--- src/sv/dts_pkg.sv ---
// Package for the 2D strided DMA tile engine.
// Holds queue sizing, command codes and the cycle/result payload structs.
// No dependencies.
package dts_pkg;

	localparam int QUEUE_DEPTH = 16;
	localparam int QUEUE_AW    = $clog2(QUEUE_DEPTH);
	localparam int BEAT_BYTES  = 8;

	localparam logic [1:0] CMD_NONE      = 2'd0;
	localparam logic [1:0] CMD_TO_ACCEL  = 2'd1;
	localparam logic [1:0] CMD_TO_MEM    = 2'd2;

	localparam logic [4:0] LEN_INVALID   = 5'd31;

	// One bus cycle of inputs.
	typedef struct packed {
		logic [1:0]  cmd;
		logic [31:0] req_cpu_addr;
		logic [31:0] req_accel_addr;
		logic [4:0]  length_code;
		logic [7:0]  tile_row;
		logic [7:0]  row_mult;
		logic        write_ready;
		logic        read_addr_ready;
		logic        read_data_ready;
	} cyc_item_t;

	// One bus cycle of outputs.
	typedef struct packed {
		logic        can_queue;
		logic        engine_idle;
		logic        write_enable;
		logic        read_addr_enable;
		logic        read_data_enable;
		logic [31:0] beat_accel_addr;
		logic [31:0] beat_cpu_addr;
		logic        beat_done;
		logic        transfer_done;
		logic        length_error;
	} res_item_t;

	// Queued / active request.
	typedef struct packed {
		logic        to_accel;
		logic [31:0] cpu;
		logic [31:0] accel;
		logic [4:0]  len;
		logic [7:0]  sx;
		logic [7:0]  sy;
	} dma_req_t;

endpackage

--- src/sv/dma_tile_stride_engine.sv ---
// 2D strided DMA tile engine: request queue, beat sequencer and address stepper.
// Uses dts_pkg for sizing, command codes and payload structs.
//
// Usage:
//   cyc channel: one item per modeled bus cycle (request command and fields
//   plus the accelerator ready strobes). Item accepted when cyc_valid is high
//   and cyc_stall is low.
//   res channel: one result per accepted item, in order, accepted when
//   res_valid is high and res_stall is low.
//   The whole cycle (queue pop, beat drive, address step, queue push) is
//   evaluated in the accepting clock; the result is registered into the
//   output register, or into the skid register while the output is stalled.
//   Throughput is one item per cycle while cyc_stall is low.
//   A two-entry output (result register plus skid register) lets an item be
//   taken while the previous result is stalled; cyc_stall rises only when
//   both entries hold results.
//   Reset (arst_n low) empties the queue, sets the engine idle and clears the
//   pointers; queue entries themselves are not cleared.
module dma_tile_stride_engine (
	input  logic               clk,
	input  logic               arst_n,
	input  logic               cyc_valid,
	output logic               cyc_stall,
	input  dts_pkg::cyc_item_t cyc,
	output logic               res_valid,
	input  logic               res_stall,
	output dts_pkg::res_item_t res
);
	import dts_pkg::*;

	localparam logic [1:0] PH_IDLE  = 2'd0;
	localparam logic [1:0] PH_WRITE = 2'd1;
	localparam logic [1:0] PH_RADDR = 2'd2;
	localparam logic [1:0] PH_RDATA = 2'd3;

	localparam logic [QUEUE_AW:0]   DEPTH_C = (QUEUE_AW+1)'(QUEUE_DEPTH);
	localparam logic [QUEUE_AW-1:0] LAST_C  = QUEUE_AW'(QUEUE_DEPTH - 1);
	localparam logic [30:0]         BEAT_C  = 31'(BEAT_BYTES);

	dma_req_t              queue_q [QUEUE_DEPTH];
	dma_req_t              head_ent_q;
	logic [QUEUE_AW-1:0]   head_q;
	logic [QUEUE_AW:0]     count_q;
	logic [1:0]            phase_q;
	dma_req_t              active_q;
	logic [30:0]           offset_q;
	logic [31:0]           ptr_q;
	logic [7:0]            tpos_q;

	res_item_t             out_q, skid_q;
	logic                  out_valid_q, skid_valid_q;

	logic                  acc, take;
	logic                  can_q, idle_now, pop, push, beat, last_beat;
	dma_req_t              req, head_ent, new_ent;
	logic [1:0]            ph, phase_n;
	logic [30:0]           off, off_n, bytes;
	logic [31:0]           ptr, ptr_n;
	logic [7:0]            tpos, tpos_n;
	logic [8:0]            tpos_sum;
	logic [15:0]           row_step;
	logic [QUEUE_AW-1:0]   head_n, tail;
	logic [QUEUE_AW+1:0]   tail_sum;
	logic [QUEUE_AW:0]     count_n;
	res_item_t             r;

	assign cyc_stall = skid_valid_q;
	assign acc       = cyc_valid && !skid_valid_q;
	assign take      = out_valid_q && !res_stall;
	assign res_valid = out_valid_q;
	assign res       = out_q;

	// head slot is registered ahead of use, from the next head index
	assign head_ent = head_ent_q;

	always_comb begin
		can_q    = count_q < DEPTH_C;
		idle_now = (phase_q == PH_IDLE) && (count_q == '0);
		pop      = (phase_q == PH_IDLE) && (count_q != '0);

		// state as seen after a pop in this cycle
		req  = pop ? head_ent : active_q;
		ph   = pop ? (head_ent.to_accel ? PH_WRITE : PH_RADDR) : phase_q;
		off  = pop ? '0 : offset_q;
		ptr  = pop ? head_ent.accel : ptr_q;
		tpos = pop ? '0 : tpos_q;
		head_n = pop ? ((head_q == LAST_C) ? '0 : head_q + QUEUE_AW'(1)) : head_q;

		r = '0;
		r.can_queue        = can_q;
		r.engine_idle      = idle_now;
		r.write_enable     = ph == PH_WRITE;
		r.read_addr_enable = ph == PH_RADDR;
		r.read_data_enable = ph == PH_RDATA;
		if (ph != PH_IDLE) begin
			r.beat_accel_addr = ptr;
			r.beat_cpu_addr   = req.cpu + {1'b0, off};
		end

		// push: tail slot is the same before or after the pop
		push = 1'b0;
		if ((cyc.cmd == CMD_TO_ACCEL || cyc.cmd == CMD_TO_MEM) && can_q) begin
			if (cyc.length_code >= LEN_INVALID) begin
				r.length_error = 1'b1;
			end else begin
				push = 1'b1;
			end
		end
		tail_sum = {2'b0, head_q} + {1'b0, count_q};
		if (tail_sum >= {1'b0, DEPTH_C}) begin
			tail_sum = tail_sum - {1'b0, DEPTH_C};
		end
		tail = tail_sum[QUEUE_AW-1:0];
		new_ent.to_accel = cyc.cmd == CMD_TO_ACCEL;
		new_ent.cpu      = cyc.req_cpu_addr;
		new_ent.accel    = cyc.req_accel_addr;
		new_ent.len      = cyc.length_code;
		new_ent.sx       = cyc.tile_row;
		new_ent.sy       = cyc.row_mult;
		count_n = count_q - {{QUEUE_AW{1'b0}}, pop} + {{QUEUE_AW{1'b0}}, push};

		// beat completion and tile stepping
		beat = (ph == PH_WRITE && cyc.write_ready) || (ph == PH_RDATA && cyc.read_data_ready);
		off_n    = off + BEAT_C;
		tpos_sum = {1'b0, tpos} + 9'(BEAT_BYTES);
		row_step = req.sx * req.sy;
		if (req.sx != '0 && tpos_sum >= {1'b0, req.sx}) begin
			ptr_n  = ptr + {16'd0, row_step} - {24'd0, tpos};
			tpos_n = '0;
		end else begin
			ptr_n  = ptr + 32'(BEAT_BYTES);
			tpos_n = tpos_sum[7:0];
		end
		bytes     = 31'd1 << req.len;
		last_beat = off_n >= bytes;

		phase_n = ph;
		if (beat) begin
			r.beat_done = 1'b1;
			if (last_beat) begin
				r.transfer_done = 1'b1;
				phase_n = PH_IDLE;
			end else begin
				phase_n = (ph == PH_WRITE) ? PH_WRITE : PH_RADDR;
			end
		end else if (ph == PH_RADDR && cyc.read_addr_ready) begin
			phase_n = PH_RDATA;
		end
	end

	always_ff @(posedge clk or negedge arst_n) begin
		if (!arst_n) begin
			head_q   <= '0;
			count_q  <= '0;
			phase_q  <= PH_IDLE;
			active_q <= '0;
			offset_q <= '0;
			ptr_q    <= '0;
			tpos_q   <= '0;
		end else if (acc) begin
			head_q   <= head_n;
			count_q  <= count_n;
			phase_q  <= phase_n;
			active_q <= req;
			offset_q <= beat ? off_n : off;
			ptr_q    <= beat ? ptr_n : ptr;
			tpos_q   <= beat ? tpos_n : tpos;
		end
	end

	// a push into an empty queue goes straight to the head register
	always_ff @(posedge clk) begin
		if (acc && push) begin
			queue_q[tail] <= new_ent;
		end
		if (acc) begin
			head_ent_q <= (push && tail == head_n) ? new_ent : queue_q[head_n];
		end
	end

	// result register with one skid entry
	always_ff @(posedge clk or negedge arst_n) begin
		if (!arst_n) begin
			out_valid_q  <= 1'b0;
			skid_valid_q <= 1'b0;
		end else if (skid_valid_q) begin
			if (take) begin
				skid_valid_q <= 1'b0;
			end
		end else if (acc) begin
			if (out_valid_q && !take) begin
				skid_valid_q <= 1'b1;
			end else begin
				out_valid_q <= 1'b1;
			end
		end else if (take) begin
			out_valid_q <= 1'b0;
		end
	end

	always_ff @(posedge clk) begin
		if (skid_valid_q) begin
			if (take) begin
				out_q <= skid_q;
			end
		end else if (acc) begin
			if (out_valid_q && !take) begin
				skid_q <= r;
			end else begin
				out_q <= r;
			end
		end
	end

	a_skid_implies_out: assert property (@(posedge clk) disable iff (!arst_n)
		skid_valid_q |-> out_valid_q)
		else $error("skid entry held without a result in the output register");

	a_count_bound: assert property (@(posedge clk) disable iff (!arst_n)
		count_q <= DEPTH_C)
		else $error("queue count above depth");

	a_done_has_beat: assert property (@(posedge clk) disable iff (!arst_n)
		(out_valid_q && out_q.transfer_done) |-> out_q.beat_done)
		else $error("transfer done without a beat");

	a_one_enable: assert property (@(posedge clk) disable iff (!arst_n)
		out_valid_q |-> $onehot0({out_q.write_enable, out_q.read_addr_enable,
			out_q.read_data_enable}))
		else $error("more than one beat enable in a result");

	a_skid_drain: assert property (@(posedge clk) disable iff (!arst_n)
		(skid_valid_q && !res_stall) |=> (out_valid_q && !skid_valid_q))
		else $error("skid entry not moved to output after transfer");

endmodule
--- config.mk ---
export PLATFORM = sky130hd
export DESIGN_NAME = dma_tile_stride_engine
export DESIGN_NICKNAME = d
export VERILOG_FILES = /design/src/sv/dts_pkg.sv /design/src/sv/dma_tile_stride_engine.sv
export SDC_FILE = /design/constraint.sdc
export NUM_CORES = 2
export LEC_CHECK = 0
export BUFFER_PORTS_ARGS = -buffer_cell sky130_fd_sc_hd__buf_2
export CORE_MARGIN = 10
export CORE_UTILIZATION = 40
export CTS_BUF_LIST = sky130_fd_sc_hd__clkbuf_2 sky130_fd_sc_hd__clkbuf_4 sky130_fd_sc_hd__clkbuf_8
export DETAILED_ROUTE_END_ITERATION = 8
export GPL_TIMING_DRIVEN = 1
export SYNTH_ARGS = -nofsm -noshare
export SYNTH_HDL_FRONTEND = slang
export SYNTH_SLANG_ARGS = --single-unit
--- constraint.sdc ---
create_clock -name clk -period 8.2 [get_ports clk]
set_input_delay 1.64 -clock clk [delete_from_list [all_inputs] [get_ports clk]]
set_output_delay 1.64 -clock clk [all_outputs]
set_load 0.02 [all_outputs]
# Yosys cells after proc, flatten, opt, wreduce, memory -nomap -nowiden
# Memories as Yosys holds them, arrays and structs flattened. A register that Yosys moved wholly into a read port is not among the register bits.
# Index checks and enable logic that the tools add are counted.
totals:
  reg_bits: 313
  ram_bits: 1376
  in_bits: 94
  output_inout_bits: 74
  elab_cells: 127
  mem_count: 1
mem_list:
  columns: ["memory", "words", "width", "rd", "rd_ports_with_merged_regs", "wr", "line_no", "text"]
  rows:
  - ["queue_q", 16, 86, 1, 1, 1, "dma_tile_stride_engine.sv:40", "dma_req_t queue_q [QUEUE_DEPTH];"]
classes:
  add_sub_neg: 11
  mul: 1
  order_cmp: 5
  n_eq_ne: 9
  shifts: 1
  muxes: 38
  n_bitwise: 1
  reduce_logical: 27
ops:
  columns: ["cell", "count"]
  rows:
  - ["72-bit 2-to-1 mux", 4]
  - ["32-bit 2-to-1 mux", 3]
  - ["85-bit 2-to-1 mux", 1]
  - ["64-bit 2-to-1 mux", 1]
  - ["31-bit 2-to-1 mux", 2]
  - ["32-bit by 16-bit adder with 32-bit output", 1]
  - ["32-bit by 31-bit adder with 32-bit output", 1]
  - ["32-bit by 4-bit adder with 32-bit output, second input constant", 1]
  - ["32-bit by 8-bit subtractor with 32-bit output", 1]
  - ["31-bit by 4-bit adder with 31-bit output, second input constant", 1]
  - ["31-bit greater-or-equal comparator", 1]
  - ["1-bit by 5-bit left shift with 31-bit output, first input constant", 1]
  - ["8-bit 2-to-1 mux", 3]
  - ["8-bit by 8-bit multiplier with 16-bit output", 1]
  - ["1-bit 2-to-1 mux", 14]
  - ["2-bit 2-to-1 mux", 7]
  - ["4-bit 2-to-1 mux", 3]
  - ["1-bit logical AND", 11]
  - ["8-bit by 4-bit adder with 9-bit output, second input constant", 1]
  - ["9-bit by 8-bit greater-or-equal comparator with 1-bit output", 1]
  - ["3-bit AND reduction", 3]
  - ["8-bit nonzero test", 1]
  - ["4-bit by 5-bit adder with 6-bit output", 1]
  - ["2-bit equality test, second input constant", 3]
  - ["other kinds (19)", 26]

# Logic depth before layout (Yosys ltp)
depth:
  word_depth: 10
  ltp_mapped: 34
  ltp_nobuf: 28

# Worst setup path before layout
# No wires, ideal clock.
synth_path:
  path_kind: "flip-flop to flip-flop"
  start: "register count_q[3]"
  end: "register ptr_q[30]"
  setup_time_ns: 0.127
  arrival_ns: 7.521
  required_ns: 8.073
  slack_ns: 0.552
  stages_incl_launch_ff: 33
  n_path_buf: 7
  synth_period_minus_slack_ns: 7.648
  cell_sequence: "dfrtp_1 -> inv_1 -> ha_1 -> or4b_1 -> buf_4 -> nand2_8 -> buf_4 -> buf_4 -> buf_2 -> buf_4 -> buf_2 -> buf_2 -> nand2_1 -> nand2_1 -> nand2_1 -> fa_1 -> fa_1 -> inv_1 -> fa_1 -> fa_1 -> inv_1 -> fa_1 -> inv_1 -> ha_1 -> a2111oi_0 -> o21ai_0 -> a31oi_1 -> o21ai_0 -> a211oi_1 -> nor2_1 -> a31oi_1 -> xor2_1 -> o22ai_1"
synth_between:
  elab_chain_len: 8
  elab_cells_between_ends: 21
  cone_classes: "add/sub (4); mul (1); order compare (1); eq/ne (2); mux (6); reduce/logical (7)"
synth_rtl:
  columns: ["item", "line_no", "text"]
  rows:
  - ["start: declaration", "dma_tile_stride_engine.sv:43", "logic [QUEUE_AW:0] count_q;"]
  - ["start signal: assignment", "dma_tile_stride_engine.sv:162", "count_q <= count_n;"]
  - ["5-bit nonzero test *", "dma_tile_stride_engine.sv:79", "pop = (phase_q == PH_IDLE) && (count_q != '0);"]
  - ["1-bit logical AND *", "dma_tile_stride_engine.sv:79", null]
  - ["85-bit 2-to-1 mux / 8-bit 2-to-1 mux (equally long branches)", "dma_tile_stride_engine.sv:82, dma_tile_stride_engine.sv:86", null]
  - ["8-bit by 8-bit multiplier with 16-bit output / 8-bit by 4-bit adder with 9-bit output (equally long branches)", "dma_tile_stride_engine.sv:126, dma_tile_stride_engine.sv:125", null]
  - ["32-bit by 16-bit adder with 32-bit output / 9-bit by 8-bit greater-or-equal comparator with 1-bit output (equally long branches)", "dma_tile_stride_engine.sv:128, dma_tile_stride_engine.sv:127", null]
  - ["32-bit by 8-bit subtractor with 32-bit output / 1-bit logical AND (equally long branches)", "dma_tile_stride_engine.sv:128, dma_tile_stride_engine.sv:127", null]
  - ["32-bit 2-to-1 mux", "dma_tile_stride_engine.sv:127", "if (req.sx != '0 && tpos_sum >= {1'b0, req.sx}) begin"]
  - ["32-bit 2-to-1 mux *", "dma_tile_stride_engine.sv:166", "ptr_q <= beat ? ptr_n : ptr;"]
  - ["end signal: assignment", "dma_tile_stride_engine.sv:166", null]
  - ["end: declaration", "dma_tile_stride_engine.sv:47", "logic [31:0] ptr_q;"]
# Every way passes the cells marked *; elsewhere a longest branch is shown, timed or not.
# A chain may end at the register's enable or synchronous reset.

# Worst setup path in the final report
# Ends and elaborated chain as after synthesis.

==> flow_metrics.tcl <==
set metrics [dict create \
    outcome "finished clean" \
    via_per_inst 5.51 \
    synth_edf_count 1606 \
    clockBufferDepth 4 \
    tritoncts "built" \
    max-slew-margin-rel_pct 14.5 \
    die_w_um 456 \
    synth_top_area_cell "edfxtp_1" \
    htree_levels 5 \
    period_share_pct 94.3 \
    synth_seq_cells 1743 \
    hold_viol_final 0 \
    syn_area_mm2 0.0761 \
    tns_ns 0 \
    routed_wl_mm 196 \
    synthCells 4553 \
    post_route_cells_drive_above_1_share_pct 24.7 \
    synthTopCellsByArea "edfxtp_1 63%, mux4_2 13%, dfrtp_1 4.5%, nand2_1 3.2%, ha_1 2.7%" \
    post_cts_buffers 0 \
    synth_fa_ha_area_share_pct 4.30 \
    r2r-start "count_q[3]" \
    ios 168 \
    crit_start "count_q[3]" \
    via_count 42100 \
    cts_inserted_buffers 308 \
    crit_family "adder cells" \
    dp_hpwl_mm 111 \
    clock_latency_ns 1.03 \
    initial_core_util_pct 40.1 \
    grt_pass1_vias 42200 \
    grt_pass1_wl_mm 288 \
    gr-usage-all-layers_pct 18.4 \
    path_class "flop to flop" \
    die_area_mm2 0.208 \
    rows 160 \
    cp.arrival_ns 8.59 \
    syn-num-nets 4872 \
    ys_seq_area_share_pct 67.9 \
    core_area_mm2 0.190 \
    busiest_layer "met2" \
    ys_top_cells_by_count "1,606 x edfxtp_1, 644 x nand2_1, 430 x mux4_2, 192 x nor2_1, 164 x ha_1" \
    cp-end-kind "flop" \
    synth_top_area_share_pct 63.4 \
    clk_pin_slew_ns 0.07 \
    yosysMostFrequentCell "edfxtp_1" \
    ant_nets 0 \
    setup_viol 0 \
    grt_util_met1_pct 25.4 \
    grt_setup_unrepaired "false" \
    synth_xor_area_share_pct 1.05 \
    grt_max_degree 130 \
    cp_max_fo 34 \
    yosys.area_share.simple_pct 6.17 \
    critPathLaunchType "flop" \
    drc_errors 0 \
    synthFlopType "edfxtp_1" \
    synth_cell_types 82 \
    synthMuxAreaShare_pct 14.4 \
    slew_viol_final 0 \
    grt_antenna_before_repair 51 \
    tightest_slew_ns 1.27 \
    synth_top_family_by_area "multiplexers" \
    use_met2_pct 28.6 \
    cp.required_ns 9.06 \
    avgSynthCellArea_um2 16.7 \
    maxCapViolations 0 \
    clock-root-buffer "clkbuf_8" \
    min_path_type "flop to flop" \
    fin_crit_ns 7.73 \
    fmax_mhz 129 \
    nets 5221 \
    cts_sinks 1743 \
    synth-compound-area-share_pct 4.12 \
    synth_warnings 0 \
    critPathBufInv 6 \
    wl_per_cell_um 25.6 \
    async_flop_share_pct 7.86 \
    finalClockSkew_ns 0.0745 \
    hold_start "offset_q[30]" \
    fill_cells 16500 \
    first_pass_iters 8 \
    die-height_um 456 \
    cp_slowest_cell "or4b_1" \
    grtUsageMet3_pct 4.82 \
    crit_path_max_incr_delay_ns 0.57 \
    io_buffer_count 167 \
    syn2layout_area_growth_pct 13.0 \
    drt_iter0_markers 3954 \
    gp_congestion 0.855 \
    overflow 0 \
]
-- layout make-up --
cell class | instances | area [um^2] | share of cell area, %
Clock buffer | 413 | 5080 | 5.91
Sequential cell | 1743 | 51700 | 60.1
Multi-Input combinational cell | 2438 | 23100 | 26.9
Timing Repair Buffer | 249 | 1670 | 1.94
Tap cell | 2511 | 3140 | 3.65
Antenna cell | 13 | 32.5 | 0.0378
Inverter | 162 | 622 | 0.723
Clock inverter | 115 | 714 | 0.831
-- layer usage --
layer,vias to the layer above,routed length [um]
met5,-,111
met1,21700,83600
met3,346,15500
met2,1615,91600
met4,16,4800
li1,18400,-
-- kinds of logic after synthesis --
kind of cell             after synthesis
multiplexers                         551
flip-flops                          1743
AND/OR/NAND/NOR                     1085
AO/OA/AOI/OAI                        486
adder cells (fa/ha/maj)              225
buffers and inverters                372
XOR/XNOR                              91
-- registers in the layout, summed over array words and instances, names as in the netlist --
| register | count |
|---|---|
| head_ent | 86 |
| offset_q | 31 |
| cyc_stall | 1 |
| phase_q | 2 |
| ptr_q | 32 |
| tpos_q | 8 |
| active_q | 53 |
| head_q | 4 |
| skid_q | 72 |
| res | 72 |
| count_q | 5 |
| queue_q | 1376 |
| res_valid | 1 |
-- stage by stage --
stage | worst slack (ns) | utilization, % | cells | hold WS [ns] | cell area (um^2)
6_report | 0.469 | 45.3 | 7644 | 0.475 | 86000
5_1_grt | 0.00346 | 45.3 | 7641 | 0.495 | 86000
4_1_cts | 0.309 | 45.3 | 7631 | 0.473 | 86000
3_5_place_dp | 0.378 | 42.3 | 7103 | 0.465 | 80200
3_3_place_gp | 0.386 | 42.3 | 7103 | 0.461 | 80200
2_1_floorplan | 0.552 | - | 4553 | 0.442 | 76100
-- placed cells by master, fill, tap and decap left out, types with 61 or more instances in the layout --
cell type / instances
nand2_1: 643
ha_1: 164
clkbuf_4: 96
o31ai_1: 66
buf_2: 166
mux4_2: 430
clkinv_1: 78
fa_1: 61
nor2_1: 176
a21oi_1: 110
mux2_2: 74
dfrtp_1: 136
buf_4: 65
edfxtp_1: 1606
o21ai_0: 90
clkbuf_8: 317
inv_1: 157
-- final timing paths --
kind / to / slack [ns] / cells after the start
max reg2reg: ptr_q[30] / 0.47 / 27
min reg2reg: offset_q[30] / 0.47 / 1
min in group asynchronous: ptr_q[9] / 0.60 / 1
min: offset_q[30] / 0.47 / 1
max: ptr_q[30] / 0.47 / 27
max in group asynchronous: tpos_q[5] / 5.78 / 3
-- timing repair --
action | 4_1_cts | 5_1_grt
resized for setup | 0 | 3
endpoints found under the hold margin | 0 | 0
setup endpoints to repair | 0 | 8
hold buffers | 0 | 0
Power is left out: the tool's default activity adds up to more than one toggle a clock period on the data nets, which glitch-free logic cannot reach.
